--- config.mk ---
export PLATFORM = sky130hd
export DESIGN_NAME = xml_entity_escape_encoder_flat
export DESIGN_NICKNAME = d
export VERILOG_FILES = /design/src/rtl/core/xee_pkg.sv /design/src/rtl/core/xee_if.sv /design/src/rtl/core/xee_expander.sv /design/src/rtl/core/xee_out_buffer.sv /design/src/rtl/core/xml_entity_escape_encoder.sv /design/src/flat_wrapper.sv
export SDC_FILE = /design/constraint.sdc
export NUM_CORES = 1
export LEC_CHECK = 0
export BUFFER_PORTS_ARGS = -buffer_cell sky130_fd_sc_hd__buf_2
export CORE_ASPECT_RATIO = 0.9
export CORE_MARGIN = 2
export CORE_UTILIZATION = 43
export DETAILED_ROUTE_END_ITERATION = 7
export HOLD_SLACK_MARGIN = 0.08
export SYNTH_ARGS = -nofsm -noshare
export SYNTH_HDL_FRONTEND = slang
export SYNTH_SLANG_ARGS = --single-unit
--- constraint.sdc ---
create_clock -name clk -period 9.6 [get_ports clk]
set_input_delay 1.44 -clock clk [delete_from_list [all_inputs] [get_ports clk]]
set_output_delay 1.44 -clock clk [all_outputs]
set_load 0.01 [all_outputs]
--- src/rtl/core/xee_pkg.sv ---
package xee_pkg;

	// character codes
	localparam logic [7:0] CH_AMP   = 8'h26;
	localparam logic [7:0] CH_LT    = 8'h3C;
	localparam logic [7:0] CH_GT    = 8'h3E;
	localparam logic [7:0] CH_QUOT  = 8'h22;
	localparam logic [7:0] CH_APOS  = 8'h27;
	localparam logic [7:0] CH_HASH  = 8'h23;
	localparam logic [7:0] CH_X     = 8'h78;
	localparam logic [7:0] CH_SEMI  = 8'h3B;
	localparam logic [7:0] CTRL_LIMIT = 8'd32;

	// longest expansion of one input word
	localparam int MAX_RESULTS = 12;
	localparam int ENC_BYTES   = 6;
	localparam int LEN_W       = $clog2(MAX_RESULTS + 1);

	// held byte codes
	localparam logic [1:0] HELD_NONE = 2'd0;
	localparam logic [1:0] HELD_AMP  = 2'd1;
	localparam logic [1:0] HELD_HASH = 2'd2;

	// entity texts, first character at index 0
	localparam logic [4:0][7:0] TXT_AMP  = {";", "p", "m", "a", "&"};
	localparam logic [3:0][7:0] TXT_LT   = {";", "t", "l", "&"};
	localparam logic [3:0][7:0] TXT_GT   = {";", "t", "g", "&"};
	localparam logic [5:0][7:0] TXT_QUOT = {";", "t", "o", "u", "q", "&"};
	localparam logic [5:0][7:0] TXT_APOS = {";", "s", "o", "p", "a", "&"};
	localparam logic [2:0][7:0] TXT_REF  = {"x", "#", "&"};

	typedef struct packed {
		logic [1:0] held_count;
		logic       raw_copy_mode;
	} xee_state_t;

	typedef struct packed {
		logic [ENC_BYTES-1:0][7:0] bytes;
		logic [2:0]                len;
	} xee_enc_t;

	typedef struct packed {
		logic [MAX_RESULTS-1:0][7:0] bytes;
		logic [LEN_W-1:0]            len;
		logic                        last;
	} xee_seq_t;

	typedef struct packed {
		logic valid;
		logic run_last;
		logic string_end;
	} xee_buf_stat_t;

	function automatic logic [7:0] hex_digit(input logic [3:0] v);
		return (v < 4'd10) ? (8'h30 + {4'h0, v}) : (8'h41 + {4'h0, v} - 8'd10);
	endfunction

	// normal escaping of one byte
	function automatic xee_enc_t encode_byte(input logic [7:0] b);
		xee_enc_t e;
		e.bytes = '0;
		e.len   = 3'd1;
		unique case (b)
			CH_AMP: begin
				e.bytes = {8'h00, TXT_AMP};
				e.len   = 3'd5;
			end
			CH_LT: begin
				e.bytes = {16'h0000, TXT_LT};
				e.len   = 3'd4;
			end
			CH_GT: begin
				e.bytes = {16'h0000, TXT_GT};
				e.len   = 3'd4;
			end
			CH_QUOT: begin
				e.bytes = TXT_QUOT;
				e.len   = 3'd6;
			end
			CH_APOS: begin
				e.bytes = TXT_APOS;
				e.len   = 3'd6;
			end
			default: begin
				if (b < CTRL_LIMIT) begin
					e.bytes = {CH_SEMI, hex_digit(b[3:0]), hex_digit(b[7:4]), TXT_REF};
					e.len   = 3'd6;
				end else begin
					e.bytes = {40'h0, b};
					e.len   = 3'd1;
				end
			end
		endcase
		return e;
	endfunction

endpackage

--- src/rtl/core/xee_if.sv ---
interface xee_in_if;
	logic       valid;
	logic       ready;
	logic [7:0] in_byte;
	logic       in_last;

	modport source (output valid, output in_byte, output in_last, input ready);
	modport sink (input valid, input in_byte, input in_last, output ready);
endinterface

interface xee_out_if;
	logic       valid;
	logic       ready;
	logic [7:0] out_byte;
	logic       run_last;
	logic       string_end;

	modport source (output valid, output out_byte, output run_last, output string_end,
		input ready);
	modport sink (input valid, input out_byte, input run_last, input string_end,
		output ready);
endinterface

--- src/rtl/core/xee_expander.sv ---
module xee_expander (
	input  xee_pkg::xee_state_t st,
	input  logic [7:0]          in_byte,
	input  logic                in_last,
	output xee_pkg::xee_seq_t   seq,
	output xee_pkg::xee_state_t st_nxt
);
	import xee_pkg::*;

	typedef enum logic [1:0] {PRE_NONE, PRE_AMP, PRE_AMP_HASH, PRE_REF} pre_kind_t;

	pre_kind_t pre_kind;
	logic      use_enc;
	logic      use_raw;
	xee_enc_t  enc;
	xee_enc_t  body;

	assign enc = encode_byte(in_byte);

	// decide prefix, body and next state
	always_comb begin
		pre_kind = PRE_NONE;
		use_enc  = 1'b0;
		use_raw  = 1'b0;
		st_nxt   = st;
		if (st.raw_copy_mode) begin
			if (in_last) begin
				use_enc = 1'b1;
			end else begin
				use_raw = 1'b1;
				if (in_byte == CH_SEMI) st_nxt.raw_copy_mode = 1'b0;
			end
		end else if (st.held_count == HELD_HASH && in_byte == CH_X) begin
			pre_kind             = PRE_REF;
			st_nxt.held_count    = HELD_NONE;
			st_nxt.raw_copy_mode = ~in_last;
		end else if (st.held_count == HELD_AMP && in_byte == CH_HASH && !in_last) begin
			st_nxt.held_count = HELD_HASH;
		end else begin
			if (st.held_count == HELD_AMP) pre_kind = PRE_AMP;
			else if (st.held_count == HELD_HASH) pre_kind = PRE_AMP_HASH;
			if (in_byte == CH_AMP && !in_last) begin
				st_nxt.held_count = HELD_AMP;
			end else begin
				st_nxt.held_count = HELD_NONE;
				use_enc           = 1'b1;
			end
		end
		if (in_last) st_nxt = '0;
	end

	// body bytes after the prefix
	always_comb begin
		if (use_enc) begin
			body = enc;
		end else if (use_raw) begin
			body.bytes = {40'h0, in_byte};
			body.len   = 3'd1;
		end else begin
			body.bytes = '0;
			body.len   = 3'd0;
		end
	end

	// join prefix and body
	always_comb begin
		seq.last = in_last;
		case (pre_kind)
			PRE_AMP: begin
				seq.bytes = {8'h00, body.bytes, TXT_AMP};
				seq.len   = LEN_W'(5) + LEN_W'(body.len);
			end
			PRE_AMP_HASH: begin
				seq.bytes = {body.bytes, CH_HASH, TXT_AMP};
				seq.len   = LEN_W'(6) + LEN_W'(body.len);
			end
			PRE_REF: begin
				seq.bytes = {72'h0, TXT_REF};
				seq.len   = LEN_W'(3);
			end
			default: begin
				seq.bytes = {48'h0, body.bytes};
				seq.len   = LEN_W'(body.len);
			end
		endcase
	end

endmodule

--- src/rtl/core/xee_out_buffer.sv ---
module xee_out_buffer (
	input  logic                   clk,
	input  logic                   arst_n,
	input  logic                   load,
	input  xee_pkg::xee_seq_t      seq,
	input  logic                   take,
	output logic [7:0]             out_byte,
	output xee_pkg::xee_buf_stat_t stat
);
	import xee_pkg::*;

	logic [MAX_RESULTS-1:0][7:0] seq_q;
	logic [LEN_W-1:0]            count_q;
	logic                        last_q;

	// byte count, cleared at reset
	always_ff @(posedge clk or negedge arst_n) begin
		if (!arst_n) begin
			count_q <= '0;
		end else if (load) begin
			count_q <= seq.len;
		end else if (take) begin
			count_q <= count_q - LEN_W'(1);
		end
	end

	// shift line of pending bytes, head at index 0
	always_ff @(posedge clk) begin
		if (load) begin
			seq_q  <= seq.bytes;
			last_q <= seq.last;
		end else if (take) begin
			seq_q <= {8'h00, seq_q[MAX_RESULTS-1:1]};
		end
	end

	assign out_byte        = seq_q[0];
	assign stat.valid      = (count_q != '0);
	assign stat.run_last   = (count_q == LEN_W'(1));
	assign stat.string_end = (count_q == LEN_W'(1)) && last_q;

endmodule

--- src/rtl/core/xml_entity_escape_encoder.sv ---
// xml entity escape encoder
//
// byte_in carries one string byte per word with in_last on the final byte;
// byte_out carries the escaped text one byte per word. run_last marks the
// final output byte caused by one input word, string_end the final byte
// of the whole string.
//
// each accepted word is expanded in the same cycle into up to twelve bytes
// held in an output shift line; the first byte is offered in the cycle
// after the word is accepted. a plain byte passes at one word per cycle
// while the receiver is ready; a word that expands to more than one byte
// holds the output until all its bytes have left, and the next word is
// taken in the cycle its last byte leaves. a held '&' or "&#" gives no output.
//
// reset empties the output line and clears the held and raw copy state.
// when the receiver stalls, the head byte stays on byte_out and byte_in
// ready stays low until the line can take a new expansion.
module xml_entity_escape_encoder (
	input logic      clk,
	input logic      arst_n,
	xee_in_if.sink   byte_in,
	xee_out_if.source byte_out
);
	import xee_pkg::*;

	xee_state_t    st_q;
	xee_state_t    st_nxt;
	xee_seq_t      seq;
	xee_buf_stat_t stat;
	logic          in_acc;
	logic          out_take;

	assign out_take      = byte_out.valid && byte_out.ready;
	assign byte_in.ready = !stat.valid || (out_take && stat.run_last);
	assign in_acc        = byte_in.valid && byte_in.ready;

	// expansion of the incoming word
	xee_expander u_expander (
		.st      (st_q),
		.in_byte (byte_in.in_byte),
		.in_last (byte_in.in_last),
		.seq     (seq),
		.st_nxt  (st_nxt)
	);

	// held and raw copy state
	always_ff @(posedge clk or negedge arst_n) begin
		if (!arst_n) begin
			st_q <= '0;
		end else if (in_acc) begin
			st_q <= st_nxt;
		end
	end

	// output shift line
	xee_out_buffer u_out_buffer (
		.clk      (clk),
		.arst_n   (arst_n),
		.load     (in_acc),
		.seq      (seq),
		.take     (out_take),
		.out_byte (byte_out.out_byte),
		.stat     (stat)
	);

	assign byte_out.valid      = stat.valid;
	assign byte_out.run_last   = stat.run_last;
	assign byte_out.string_end = stat.string_end;

endmodule

--- src/flat_wrapper.sv ---
// flat-port wrapper written by rule: the top's interface ports become plain ports
module xml_entity_escape_encoder_flat import xee_pkg::*;
  (clk, arst_n, byte_in_valid, byte_in_in_byte, byte_in_in_last, byte_in_ready, byte_out_valid, byte_out_out_byte, byte_out_run_last, byte_out_string_end, byte_out_ready);
  xee_in_if byte_in_i ();
  xee_out_if byte_out_i ();
  input logic clk;
  input logic arst_n;
  input wire logic [$bits(byte_in_i.valid)-1:0] byte_in_valid;
  input wire logic [$bits(byte_in_i.in_byte)-1:0] byte_in_in_byte;
  input wire logic [$bits(byte_in_i.in_last)-1:0] byte_in_in_last;
  output wire logic [$bits(byte_in_i.ready)-1:0] byte_in_ready;
  output wire logic [$bits(byte_out_i.valid)-1:0] byte_out_valid;
  output wire logic [$bits(byte_out_i.out_byte)-1:0] byte_out_out_byte;
  output wire logic [$bits(byte_out_i.run_last)-1:0] byte_out_run_last;
  output wire logic [$bits(byte_out_i.string_end)-1:0] byte_out_string_end;
  input wire logic [$bits(byte_out_i.ready)-1:0] byte_out_ready;
  assign byte_in_i.valid = byte_in_valid;
  assign byte_in_i.in_byte = byte_in_in_byte;
  assign byte_in_i.in_last = byte_in_in_last;
  assign byte_in_ready = byte_in_i.ready;
  assign byte_out_valid = byte_out_i.valid;
  assign byte_out_out_byte = byte_out_i.out_byte;
  assign byte_out_run_last = byte_out_i.run_last;
  assign byte_out_string_end = byte_out_i.string_end;
  assign byte_out_i.ready = byte_out_ready;
  xml_entity_escape_encoder u_core (.clk(clk), .arst_n(arst_n), .byte_in(byte_in_i), .byte_out(byte_out_i));
endmodule
# After elaboration in Yosys (flattened, before gate mapping)
# Cells that the tools add are included.
[op_classes]
n_addsub = 9
order_cmp = 3
n_bitwise = 1
n_reduce_logical = 14
n_eq_ne = 15
mux = 31
[ops]
columns = ["operator", "n"]
rows = [
  ["$pmux W100 S3", 1],
  ["$pmux W49 S5", 1],
  ["$mux W96", 2],
  ["$eq A8 B6 Y1 const B", 7],
  ["$mux W51", 1],
  ["$mux W49", 1],
  ["$add A7 B4 Y8 const A", 2],
  ["$mux W2", 8],
  ["$mux W8", 2],
  ["$sub A8 B4 Y8 const B", 2],
  ["$add A6 B4 Y7 const A", 2],
  ["$mux W1", 11],
  ["$mux W11", 1],
  ["$add A3 B3 Y4 const A", 2],
  ["$eq A8 B7 Y1 const B", 1],
  ["$logic_and A1 B1 Y1", 8],
  ["$lt A4 B4 Y1 const B", 2],
  ["$lt A8 B6 Y1 const B", 1],
  ["$mux W4", 2],
  ["$eq A2 B2 Y1 const B", 3],
  ["$eq A2 B1 Y1 const B", 2],
  ["$eq A4 B1 Y1 const B", 1],
  ["$reduce_bool A4 Y1", 1],
  ["$sub A4 B1 Y4 const B", 1],
  ["other kinds (7)", 8],
]
[totals]
output_inout_bits = 12
reg_bits = 104
input_bits = 13
elab_cells = 89

# Depth between registers and ports, before layout
[logic_depth]
depth_word = 10
mapped_depth = 15
ltp_nobuf = 13

# By module
# Synthesis repeated with hierarchy kept, for this count alone.
[unflattened]
cells_unflattened = 542
hier_area_um2 = 6538.8
[by_module_without_submodules]
columns = ["module", "instances", "area_per_inst_um2", "cells_each", "seq_area_each_um2"]
rows = [
  ["xee_out_buffer", 1, 4556.9, 241, 3012.9],
  ["xee_expander", 1, 1810.5, 283, 0.0],
  ["xml_entity_escape_encoder", 1, 171.4, 18, 75.1],
]

# Worst setup path before layout
# Ideal clock, no wire load.
[synth_timing]
kind = "input port to flip-flop"
from = "in byte_in_in_byte[6]"
to = "reg u_core.u_out_buffer.count_q[2]"
setup_ps = 142
path_slack_ps = 5497
required_time_ps = 9458
n_path_buf = 3
path_stages = 13
arrival_ps = 3962
cell_sequence = "buf_2 or4b_1 buf_2 o22ai_4 o22ai_2 or3_1 buf_4 ha_1 inv_1 a221oi_1 nand3_1 a21oi_1 a211oi_1"
[synth_via]
elab_chain_cells = 10
word_cells_on_any_way = 29
classes_between = "add/sub: 2; order compare: 1; eq/ne: 10; mux: 12; reduce/logical: 4"
[synth_rtl]
columns = ["item", "line_no", "text"]
rows = [
  ["start: declaration", "flat_wrapper.sv:9", "input wire logic [$bits(byte_in_i.in_byte)-1:0] byte_in_in_byte;"],
  ["parallel branches: the longest is 8 deep, another holds $lt A8 B6 Y1", "n/a", ""],
  ["$pmux W100 S3 (*)", "xee_expander.sv:68", "case (pre_kind)"],
  ["$mux W4 (*)", "xee_out_buffer.sv:20", "end else if (load) begin"],
  ["end signal: assignment", "xee_out_buffer.sv:21", "count_q <= seq.len;"],
  ["end signal: assignment", "xee_out_buffer.sv:23", "count_q <= count_q - LEN_W'(1);"],
  ["end: declaration", "xee_out_buffer.sv:13", "logic [LEN_W-1:0] count_q;"],
]
# Mark *: on every way between the ends.
# A chain may end at the register's enable or synchronous reset.

# Worst setup path in the final report
[layout_timing]
from = "in byte_in_in_byte[4]"
to = "reg u_core.u_out_buffer.seq_q[76] (netlist name), data pin"
[layout_via]
elab_chain_cells = 9
word_cells_on_any_way = 32
classes_between = "add/sub: 3; order compare: 2; eq/ne: 10; mux: 13; reduce/logical: 4"
[layout_rtl]
columns = ["item", "line_no", "text"]
rows = [
  ["parallel branches: the longest is 7 deep, another holds $add A7 B4 Y8", "n/a", ""],
  ["$pmux W100 S3 (*)", "xee_expander.sv:68", ""],
  ["$mux W96 (*)", "xee_out_buffer.sv:29", "if (load) begin"],
  ["end signal: assignment", "xee_out_buffer.sv:30", "seq_q <= seq.bytes;"],
  ["end signal: assignment", "xee_out_buffer.sv:33", "seq_q <= {8'h00, seq_q[MAX_RESULTS-1:1]};"],
  ["end: declaration", "xee_out_buffer.sv:12", "logic [MAX_RESULTS-1:0][7:0] seq_q;"],
]
# Marks and branches as above.

==> impl_metrics.py <==
metrics = {
    "synth": {
        "synth.top_cells.by_count": "edfxtp_1 (86), nand2_1 (86), nor2_1 (38), a21oi_1 (30), o21ai_0 (29)",
        "avgSynthCellArea_um2": 10.2,
        "synth_cells": 510,
        "synth_top_area_frac": 0.495,
        "seq_area_frac_synth": 0.528,
        "ys_warn_count": 0,
        "synth_area_leader_cell": "edfxtp_1",
        "ys_ff_latch": 93,
        "synth.distinct_cells": 68,
        "synthFlopType": "edfxtp_1",
        "async_reset_ff_frac": 0.0753,
        "synth_area_leaders": "edfxtp_1 (49%), nand2_1 (6.2%), ha_1 (3.8%)",
        "synth_nets": 539,
        "synth_edf_count": 86,
        "syn-cell-area_um2": 5220,
    },
    "detailed_routing": {
        "wl_per_cell_um": 21.2,
        "via_per_inst": 6.16,
        "ant_nets": 0,
        "drtPass1Iterations": 5,
        "drc": 0,
        "routed_wl_um": 14400,
        "num_vias": 4168,
        "drt_iter0_drc": 594,
    },
    "global_routing": {
        "antenna_found_initial": 0,
        "grt_use_total": 0.231,
        "grtUsageMet1": 0.332,
        "grt_pass1_wl_um": 22500,
        "grt_overflow": 0,
        "grt_pass1_vias": 3927,
        "use_met3": 0.0575,
        "busiest_layer": "met1",
        "grt_use_met2": 0.330,
        "grt_max_degree": 79,
    },
    "clock_network": {
        "cts.sinks": 93,
        "cts_made_buffers": 9,
        "clk_pin_slew_ns": 0.07,
        "post_cts_buffers": 0,
        "clock-root-buffer": "clkbuf_16",
        "ctsHtreeMaxLevel": 3,
        "clock_latency_ns": 0.35,
        "cts_tree": "built",
        "cts_max_path_buffers": 2,
        "postCtsResizedCells": 0,
        "hold_buffers": 0,
    },
    "timing": {
        "final-hold-violation-count": 0,
        "maxSlewViolCount": 0,
        "tightest_slew_ns": 1.09,
        "fin_skew_ns": 0.00387,
        "setup-tns-final_ns": 0,
        "fin_crit_ns": 4.94,
        "fmax_mhz": 202,
        "rsz0062_at_grt": "false",
        "setup_slack_ns": 4.66,
        "fin_crit_sh": 0.515,
        "setup-violations-final": 0,
        "relSlewSlack": 0.264,
    },
    "power": {
        "power.density_nw_per_um2": 240,
        "ir_drop_v": 0.0000949,
        "sw_frac_of_total": 0.312,
        "seqPwrFrac": 0.478,
        "p_leak_nw": 2.17,
        "power_frac_clock": 0.260,
        "finalPower_mw": 1.36,
        "p_comb_frac": 0.262,
        "p_switching_mw": 0.426,
        "p_int_mw": 0.938,
    },
    "die": {
        "dieArea_um2": 13000,
        "coreArea_um2": 11900,
        "die_h_um": 109,
        "dieWidth_um": 120,
        "std_cell_rows": 38,
        "start_util": 0.437,
        "io_pins": 25,
    },
    "cells_and_area": {
        "multi_input_area_um2": 2190,
        "fillers": 1120,
        "antennaDiodeCount": 0,
        "nets": 541,
        "fin_cells": 677,
        "syn2layout_area_growth_pct": 8.68,
        "seq_area_um2": 2760,
        "layout-drive-gt1-share": 0.104,
    },
    "placement": {
        "port_buffers": 24,
        "placed_cells": 661,
        "pre_cts_ws_ns": 4.39,
        "place_congestion": 0.929,
        "dp_hpwl_um": 9840,
    },
    "setup_path": {
        "arrival_ns": 5.00,
        "startpoint_type": "input port",
        "end_kind": "register",
        "cp_max_fo": 24,
        "worstPathRequired_ns": 9.66,
        "crit_type": "in -> reg",
    },
    "outcome": {
        "status": "finished clean",
    },
    "worst_hold_path": {
        "hold_class": "reg -> reg",
    },
    "job": {
        "max_cap_viol_count": 0,
    },
}
kinds of logic (layout without fill, tap and decap cells):
logic type                 after synthesis  in the layout  synth area share
xor gates and xnor gates                 2              2           0.00336
DFF                                     93             93             0.528
buffers and inverters                   56             63            0.0520
and+or+nand+nor                        196            196             0.177
adders and majority gates               16             16            0.0384
AOI/OAI and AO/OA                      143            143             0.193
muxes                                    4              4           0.00839
power by group through the flow:
stage	Combinational (mW)	Clock [mW]	Sequential, mW
after global routing	0.398	0.376	0.664
final	0.357	0.354	0.653
after detailed placement	0.354	0	0.661
after global placement	0.349	0	0.657
after CTS	0.356	0.358	0.652
after floorplan	0.271	0	0.648
cell type report:
| cell class | count | share of cell area |
|---|---|---|
| flip-flops and latches | 93 | 0.486 |
| multi-input cells | 361 | 0.387 |
| clock buffers | 9 | 0.0397 |
| well taps | 160 | 0.0353 |
| repair buffers | 29 | 0.0278 |
| inverters | 18 | 0.0128 |
| clock inverters | 7 | 0.0115 |
through the flow:
| step | cell area, µm² | utilization | hold WS [ns] |
|---|---|---|---|
| finish | 5670 | 0.475 | 0.516 |
| global route | 5670 | 0.475 | 0.540 |
| CTS | 5670 | 0.475 | 0.515 |
| detailed placement | 5380 | 0.451 | 0.498 |
| global placement | 5380 | 0.451 | 0.493 |
| floorplan | 5220 | - | 0.484 |
registers in the layout, indices dropped and copies added, names as in the netlist:
signal                        cells
u_core.st_q                       3
u_core.u_out_buffer.out_byte      8
u_core.u_out_buffer.last_q        1
u_core.u_out_buffer.seq_q        77
u_core.u_out_buffer.count_q       4
path summary, 6_finish.rpt:
kind | startpoint | to | slack, ns | depth (start not counted)
setup / recovery | byte_in_in_byte[4] | u_core.u_out_buffer.seq_q[76]$_DFFE_PP_ | 4.66 | 12
hold / removal | u_core.u_out_buffer.seq_q[47]$_DFFE_PP_ | u_core.u_out_buffer.seq_q[39]$_SDFFCE_PP0P_ | 0.52 | 1
setup reg to reg | u_core.st_q[2]$_DFFE_PN0P_ | u_core.u_out_buffer.seq_q[76]$_DFFE_PP_ | 5.82 | 9
hold reg to reg | u_core.u_out_buffer.seq_q[47]$_DFFE_PP_ | u_core.u_out_buffer.seq_q[39]$_SDFFCE_PP0P_ | 0.52 | 1
max in group asynchronous | arst_n | u_core.st_q[1]$_DFFE_PN0P_ | 8.54 | 1
min in group asynchronous | arst_n | u_core.u_out_buffer.count_q[0]$_DFFE_PN0P_ | 0.91 | 1
cells in the final DEF, fill, tap and decap left out, types with 4 or more instances in the layout:
cell type	n
nand2_1	86
edfxtp_1	86
nor2_1	38
a21oi_1	30
o21ai_0	29
buf_2	24
nand3_1	20
ha_1	16
inv_1	14
and2_1	11
o211ai_1	9
o221ai_1	9
o31ai_1	9
clkbuf_16	9
nor3_1	8
dfrtp_1	7
and3_1	6
a31oi_1	5
clkinv_1	5
o21a_1	5
a32oi_1	5
buf_4	5
nand4_1	4
a22o_1	4
per-layer routing:
layer	wire (µm)	up-vias	share of wire
met3	1270	33	0.088
met1	6540	2024	0.45
met2	6160	207	0.43
li1	-	1904	-
met4	412	0	0.029
met5	0	-	0
critical path: stages:
cell      delay, ns
buf_2          0.13
inv_1          0.05
ha_1           0.14
or4b_1         0.62
nor3_1         0.31
a211o_1        0.21
ha_1           0.71
clkinv_1       0.43
nand3_1        0.45
nor3_1         0.17
a22oi_1        0.23
o211ai_1       0.11
Note: power is estimated with default switching activity, not from simulation.
